$ cat config.mk
export PLATFORM = sky130hd
export DESIGN_NAME = btk_cell
export DESIGN_NICKNAME = d
export VERILOG_FILES = /design/src/hw/rtl/btk_pkg.sv /design/src/hw/rtl/btk_cell.sv
export SDC_FILE = /design/constraint.sdc
export NUM_CORES = 1
export LEC_CHECK = 0
export ABC_CLOCK_PERIOD_IN_PS = 3500
export BUFFER_PORTS_ARGS = -buffer_cell sky130_fd_sc_hd__buf_4
export CORE_AREA = 2 2 114 116
export DETAILED_ROUTE_END_ITERATION = 12
export DIE_AREA = 0 0 116 118
export PLACE_DENSITY = 0.64
export SLEW_MARGIN = 20
export SYNTH_ARGS = -nofsm -noshare
export SYNTH_HDL_FRONTEND = slang
export SYNTH_SLANG_ARGS = --single-unit
$ cat constraint.sdc
create_clock -name clk -period 3.5 [get_ports clk]
set_input_delay 0.525 -clock clk [delete_from_list [all_inputs] [get_ports clk]]
set_output_delay 0.525 -clock clk [all_outputs]
set_load 0.01 [all_outputs]
$ cat src/hw/rtl/btk_pkg.sv
// ----------------------------------------------------------------------------
// btk_pkg: shared types and constants of the bounded top-k ranked list
// Holds the entry layout, the result word, the mode and cell command codes
// and the ranking compare used by every cell of the list.
// ----------------------------------------------------------------------------
package btk_pkg;

    // Input item modes
    localparam logic [1:0] MODE_INSERT = 2'd0;
    localparam logic [1:0] MODE_READ   = 2'd1;
    localparam logic [1:0] MODE_CLEAR  = 2'd2;

    // List limit after reset
    localparam logic [6:0] MAX_KEPT_RESET = 7'd64;

    // One stored match
    typedef struct packed {
        logic [6:0]  score;
        logic [1:0]  kind;
        logic [31:0] id;
        logic [3:0]  tag;
    } entry_t;

    // One result word
    typedef struct packed {
        logic        valid_res;
        logic [5:0]  rank;
        logic [6:0]  out_score;
        logic [1:0]  out_kind;
        logic [31:0] out_entry_id;
        logic [3:0]  out_tag;
        logic [6:0]  held_count;
        logic        truncated;
        logic        last;
    } res_word_t;

    // Commands broadcast to the cell row
    typedef enum logic [1:0] {
        CELL_HOLD   = 2'd0,
        CELL_EVAL   = 2'd1,
        CELL_INSERT = 2'd2,
        CELL_ROTATE = 2'd3
    } cell_op_t;

    typedef struct packed {
        cell_op_t op;
        entry_t   item;
    } cell_ctl_t;

    // Tie rank of a match kind: exact, alias, fuzzy, then the unused code
    function automatic logic [1:0] kind_priority(input logic [1:0] kind);
        return kind + 2'd1;
    endfunction

    // True when a ranks strictly ahead of b
    function automatic logic goes_before(input entry_t a, input entry_t b);
        logic [1:0] pa;
        logic [1:0] pb;
        pa = kind_priority(a.kind);
        pb = kind_priority(b.kind);
        if (a.score != b.score) begin
            return a.score > b.score;
        end
        if (pa != pb) begin
            return pa > pb;
        end
        return a.id < b.id;
    endfunction

endpackage

$ cat src/hw/rtl/btk_cell.sv
// ----------------------------------------------------------------------------
// btk_cell: one slot of the sorted list
// Compares the offered match with its own entry, then either holds, takes
// the match, takes its left neighbor (shift down on insert) or takes its
// right neighbor / the head entry (rotate on read-out).
// ----------------------------------------------------------------------------
module btk_cell #(
    parameter int IDX   = 0,
    parameter int CNT_W = 7
) (
    input  logic                clk,
    input  btk_pkg::cell_ctl_t  ctl,
    input  logic [CNT_W-1:0]    held,
    input  btk_pkg::entry_t     left_entry,
    input  logic                left_ahead,
    input  btk_pkg::entry_t     right_entry,
    input  btk_pkg::entry_t     head_entry,
    output btk_pkg::entry_t     entry,
    output logic                ahead
);

    btk_pkg::entry_t entry_reg;
    btk_pkg::entry_t entry_next;
    logic            ahead_reg;
    logic            ahead_next;
    logic            is_empty;
    logic            is_tail;

    // Slot position against the fill level
    assign is_empty = CNT_W'(IDX) >= held;
    assign is_tail  = CNT_W'(IDX + 1) == held;

    // Pick the next entry and flag
    always_comb
    begin
        entry_next = entry_reg;
        ahead_next = ahead_reg;
        case (ctl.op)
            btk_pkg::CELL_EVAL:
            begin
                ahead_next = is_empty || btk_pkg::goes_before(ctl.item, entry_reg);
            end
            btk_pkg::CELL_INSERT:
            begin
                if (left_ahead)
                begin
                    entry_next = left_entry;
                end
                else if (ahead_reg)
                begin
                    entry_next = ctl.item;
                end
            end
            btk_pkg::CELL_ROTATE:
            begin
                entry_next = is_tail ? head_entry : right_entry;
            end
            default:
            begin
                entry_next = entry_reg;
            end
        endcase
    end

    // Hold the slot contents
    always_ff @(posedge clk)
    begin
        entry_reg <= entry_next;
        ahead_reg <= ahead_next;
    end

    assign entry = entry_reg;
    assign ahead = ahead_reg;

endmodule

==> impl_metrics.csv, run 1 <==
group,metric,value,unit
critical_path,crit_cells,7,
detailed_routing,ant_nets,0,
placement,gp_congestion,0.8009,
cells_and_area,drive_gt1_share,45.70,%
pwr,ir_drop,0.1774,mV
timing,fin_setup_tns,0,ps
hold_path,worstHoldPathCells,3,
cells_and_area,final_common_cell,"buf_4",
critical_path,worstPathRequired,3530,ps
critical_path,crit_type,"register to register",
detailed_routing,viasPerCell,4.655,
placement,dpl-instance-area,5861,µm²
placement,port_buffers,236,
timing,worst_clock_skew,5.565,ps
clock_network,ctsHtreeMaxLevel,2,
global_routing,grt_pass1_wl,18630,µm
synth,syn_area,3920,µm²
clock_network,cts_tree,"yes",
detailed_routing,vias,3724,
cells_and_area,layout_common_cells,"237 x buf_4, 56 x nand2_1, 48 x o21ai_1, 46 x edfxtp_1, 45 x mux2i_1",
flow_run,drv_cap,0,
critical_path,crit_buf_inv,1,
timing,layout_setup_ws,1231,ps
global_routing,met3_usage,3.811,%
placement,hpwl,9560,µm
pwr,leakage,3.172,nW
timing,finalCritPeriodShare,64.82,%
floorplanning,dieHeight,118,µm
timing,tightest_slew,868.7,ps
floorplanning,coreArea,12410,µm²
timing,rsz0062_at_grt,"no",
floorplanning,dieArea,13690,µm²
hold_path,hold_start,"head_entry[12]",
synth,synth-seq-cells,46,
outcome,outcome,"complete, no violations",
floorplanning,die_w,116,µm
global_routing,top_usage_layer,"met2",
synth,ys_types,34,
clock_network,clock_path_buffers,2,
synth,yosysWarnings,0,
clock_network,clkLatencyLatePin,290,ps
detailed_routing,firstDrtPassIters,5,
critical_path,slowest_stage,"nor4_1",
global_routing,track_usage,17.29,%
clock_network,cts_made_buffers,5,
detailed_routing,wl_per_cell,14.95,µm
critical_path,max_stage_delay,700,ps
global_routing,use_met1,20.26,%
timing,slew_headroom,42.08,%
global_routing,met2_usage,32.02,%
cells_and_area,antenna_cells,0,
clock_network,clkSinkCount,46,
synth,syn_nets,632,
global_routing,grt_max_degree,91,
critical_path,reg2regPathDepth,7,
cells_and_area,nets,858,
global_routing,grt_pass1_vias,3863,
critical_path,worstPathCellList,"inv_1 > ha_1 > nand4_1 > nor4_1 > nand2_1 > o2111ai_1 > nand2_1",
critical_path,worst_path_dominant_cell_family,"simple AND/OR/NAND/NOR gates",
critical_path,crit_start,"entry[34]$_DFFE_PP_",
cells_and_area,largest_reg_flops,45,
cells_and_area,syn_to_final_growth,53.65,%
critical_path,crit_arrival,2300,ps
synth,avgSynthCellArea,9.776,µm²
global_routing,overflow,0,
clock_network,cts-root-buf,"clkbuf_16",
floorplanning,io_pins,237,
synth,syn_inst,401,
synth,yosysSeqAreaShare,35.24,%
critical_path,crit_path_end_kind,"register",
timing,finalHoldViolCount,0,
timing,slew_violations,0,
global_routing,antenna_found_initial,0,
timing,setup_viol,0,
pwr,total_power,0.001799,W
detailed_routing,drtIter0Drc,89,
placement,pre_cts_ws,1052,ps
detailed_routing,route.detailed.drc,0,
cells_and_area,nFillCells,1193,
cells_and_area,fin_area,6023,µm²
hold_path,hold_class,"input pin to register",
timing,fmax,0.4408,GHz
clock_network,postCtsSetupBuffers,0,
detailed_routing,wl,11960,µm
critical_path,cp_max_fo,4,
timing,period_needed,2269,ps
critical_path,reg2reg_from,"entry[34]$_DFFE_PP_",
critical_path,cp-start-kind,"register",
floorplanning,fp-row-count,41,
clock_network,hold_buffers,0,
floorplanning,initial_core_util,31.58,%
critical_path,critPathMostFrequentCell,"nand2_1",
clock_network,clk_pin_slew_worst_paths,70,ps
pwr,p_per_area,298.7,nW/µm²
clock_network,cts_resized,0,
final cells by class:
type | instances | area [µm²] | share of cell area, %
Multi-Input combinational cell | 296 | 2315 | 38.43
Timing Repair Buffer | 238 | 1799 | 29.87
Sequential cell | 46 | 1381 | 22.93
Tap cell | 172 | 215.2 | 3.573
Inverter | 40 | 150.1 | 2.493
Clock buffer | 7 | 132.6 | 2.202
Clock inverter | 1 | 30.03 | 0.4985
cells by family after synthesis:
group,Yosys count,share of synthesized area [%]
and+or+nand+nor,87,9.862
adders and majority gates,40,12.77
xor gates and xnor gates,2,0.4469
DFF,46,35.24
muxes,89,24.13
buffers and inverters,59,5.937
AOI/OAI and AO/OA,78,11.62
worst paths after layout:
check | to | slack, ps
worst max-delay path | ahead$_DFFE_PN_ | 1230
worst min-delay path | entry[12]$_DFFE_PP_ | 570
worst max register to register | ahead$_DFFE_PN_ | 1230
worst min register to register | ahead$_DFFE_PN_ | 980
routing by layer:
layer  vias up  share of wire [%]
met3         8                7.3
li1       1902                  -
met2       142                 50
met4         0               0.91
met1      1672                 42
met5         -                  0
power by group:
part / switching, W / total [W] / leakage [nW] / internal (W)
sequential: 0.0000227 / 0.000690 / 0.449 / 0.000667
combinational: 0.000247 / 0.000570 / 2.64 / 0.000323
clock: 0.000201 / 0.000539 / 0.0781 / 0.000338
Yosys cell counts (all sizes together):
library cell	instances	area share, %
a2111oi	3	1.3
a211oi	1	0.19
a21boi	1	0.19
a21o	3	0.57
a21oi	13	1.7
a2bb2oi	1	0.22
a31oi	1	0.16
and3	2	0.32
and4	1	0.22
buf	9	1.1
clkbuf	10	0.96
edfxtp	46	35
ha	40	13
inv	40	3.8
mux2	44	13
mux2i	45	11
nand2	57	5.5
nand2b	1	0.35
nand3	7	0.89
nand4	7	1.1
nor2	6	0.57
nor2b	4	0.64
nor3	1	0.13
nor4	1	0.16
o2111ai	1	0.22
o21ai	52	6.6
o31a	1	0.22
o31ai	1	0.19
xnor2	1	0.22
xor2	1	0.22
per-stage QoR:
stage	utilization, %	hold slack (ps)	instances
2_1_floorplan	-	718.4	401
3_3_place_gp	47.21	872.3	792
3_5_place_dp	47.21	873.8	792
4_1_cts	48.52	567.7	800
5_1_grt	48.52	574.0	800
6_report	48.52	571.5	800
tightest hold or removal path, cell delays in order:
cell and delay (ps):
buf_4 70, mux2i_1 50, o21ai_1 100
(Power assumes the default switching activity.)
==> inputs of run 2 (changes only) <==
--- a/config.mk
+++ b/config.mk
@@ -5,12 +5,12 @@
 export SDC_FILE = /design/constraint.sdc
 export NUM_CORES = 1
 export LEC_CHECK = 0
-export ABC_CLOCK_PERIOD_IN_PS = 3500
+export ABC_CLOCK_PERIOD_IN_PS = 1900
 export BUFFER_PORTS_ARGS = -buffer_cell sky130_fd_sc_hd__buf_4
 export CORE_AREA = 2 2 114 116
 export DETAILED_ROUTE_END_ITERATION = 12
 export DIE_AREA = 0 0 116 118
-export PLACE_DENSITY = 0.64
+export PLACE_DENSITY = 0.66
 export SLEW_MARGIN = 20
 export SYNTH_ARGS = -nofsm -noshare
 export SYNTH_HDL_FRONTEND = slang
==> constraint.sdc (replaced) <==
create_clock -name clk -period 1.9 [get_ports clk]
set_input_delay 0.285 -clock clk [delete_from_list [all_inputs] [get_ports clk]]
set_output_delay 0.285 -clock clk [all_outputs]
set_load 0.01 [all_outputs]
==> impl_metrics.csv, run 2 (synthesized netlist as in run 1, its figures left out) <==
group,metric,value,unit
timing,fin_setup_tns,0,ps
detailed_routing,ant_nets,0,
placement,port_buffers,236,
pwr,leakage,3.264,nW
floorplanning,io_pins,237,
cells_and_area,fin_area,6297,µm²
timing,worst_clock_skew,5.919,ps
cells_and_area,final_common_cell,"buf_4",
cells_and_area,syn_to_final_growth,60.64,%
outcome,outcome,"complete, no violations",
detailed_routing,vias,3841,
floorplanning,initial_core_util,31.58,%
floorplanning,die_w,116,µm
placement,hpwl,9986,µm
timing,finalCritPeriodShare,97.61,%
pwr,total_power,0.003534,W
critical_path,crit_arrival,1900,ps
placement,pre_cts_ws,-144.2,ps
detailed_routing,firstDrtPassIters,6,
detailed_routing,wl,12410,µm
timing,rsz0062_at_grt,"yes",
floorplanning,dieArea,13690,µm²
timing,tightest_slew,480.0,ps
detailed_routing,viasPerCell,4.707,
timing,slew_violations,0,
detailed_routing,route.detailed.drc,0,
pwr,p_per_area,561.3,nW/µm²
global_routing,grt_pass1_wl,18690,µm
timing,fmax,0.5392,GHz
cells_and_area,antenna_cells,0,
flow_run,drv_cap,0,
timing,finalHoldViolCount,0,
floorplanning,coreArea,12410,µm²
clock_network,ctsHtreeMaxLevel,2,
clock_network,clk_pin_slew_worst_paths,70,ps
timing,setup_viol,0,
global_routing,grt_pass1_vias,3889,
timing,layout_setup_ws,45.41,ps
cells_and_area,fin_util,50.73,%
detailed_routing,wl_per_cell,15.20,µm
global_routing,grt_max_degree,51,
floorplanning,dieHeight,118,µm
clock_network,cts_tree,"yes",
clock_network,clkSinkCount,46,
pwr,ir_drop,0.3190,mV
cells_and_area,nets,874,
global_routing,track_usage,17.36,%
timing,period_needed,1855,ps
floorplanning,fp-row-count,41,
cells_and_area,largest_reg_flops,45,
global_routing,antenna_found_initial,0,
placement,dpl-instance-area,5943,µm²
critical_path,crit_path_end_kind,"register",
clock_network,cts_made_buffers,5,
critical_path,cp_max_fo,3,
clock_network,cts-root-buf,"clkbuf_16",
critical_path,r2r_setup_slack,50,ps
hold_path,hold_class,"input pin to register",
global_routing,overflow,0,
cells_and_area,drive_gt1_share,49.53,%
cells_and_area,layout_common_cells,"252 x buf_4, 55 x nand2_1, 48 x o21ai_1, 46 x edfxtp_1, 45 x mux2i_1",
placement,gp_congestion,0.8109,
timing,slew_headroom,68.00,%
critical_path,cp-start-kind,"register",
clock_network,clock_path_buffers,2,
critical_path,crit_type,"register to register",
clock_network,clkLatencyLatePin,290,ps
clock_network,hold_buffers,0,
detailed_routing,drtIter0Drc,108,
critical_path,worstPathRequired,1940,ps
==> run 2: final timing paths <==
kind                       startpoint              end  depth (start not counted)
hold / removal                ctl[46]  ahead$_DFFE_PN_                          2
setup reg to reg  entry[33]$_DFFE_PP_  ahead$_DFFE_PN_                          9
setup / recovery  entry[33]$_DFFE_PP_  ahead$_DFFE_PN_                          9
hold reg to reg   entry[44]$_DFFE_PP_  ahead$_DFFE_PN_                          6
==> run 2: area by class of cell <==
class / count / area (µm²)
Clock buffer: 5 / 125.1
Clock inverter: 3 / 63.81
Fill cell: 1171 / 6117
Inverter: 40 / 150.1
Sequential cell: 46 / 1381
Timing Repair Buffer: 254 / 1932
Multi-Input combinational cell: 296 / 2430
Tap cell: 172 / 215.2
==> run 2: power breakdown <==
group	internal, W	switching (W)
Sequential	0.00123	0.0000434
Clock	0.000750	0.000389
Combinational	0.000643	0.000480
Total	0.00262	0.000913
==> run 2: metrics by stage <==
step / std cells / hold slack, ps
6_report: 816 / 303.5
5_1_grt: 816 / 299.3
4_1_cts: 813 / 295.3
3_5_place_dp: 802 / 598.5
3_3_place_gp: 802 / 592.6
2_1_floorplan: 401 / 478.4
==> run 2: per-layer routing <==
layer | GRT usage (%) | wire, µm
met1 | 18.99 | 4870
met2 | 33.48 | 6606
met3 | 4.016 | 818
met5 | 0 | 0
met4 | 3.348 | 110
==> run 2: critical path, stage by stage (launching register included) <==
cell       delay, ps
edfxtp_1         360
inv_1             80
ha_4             270
nand4_1          150
buf_4            190
nor3_1           180
nand2_1           70
and3_1           180
o2111ai_2         70
nand2_1           60
==> run 2: repair_timing <==
| action | in CTS | in global routing |
|---|---|---|
| buffers inserted | 3 | 3 |
| setup endpoints to repair | 1 | 1 |
| resized for setup | 12 | 4 |
| pin swaps | 7 | 6 |
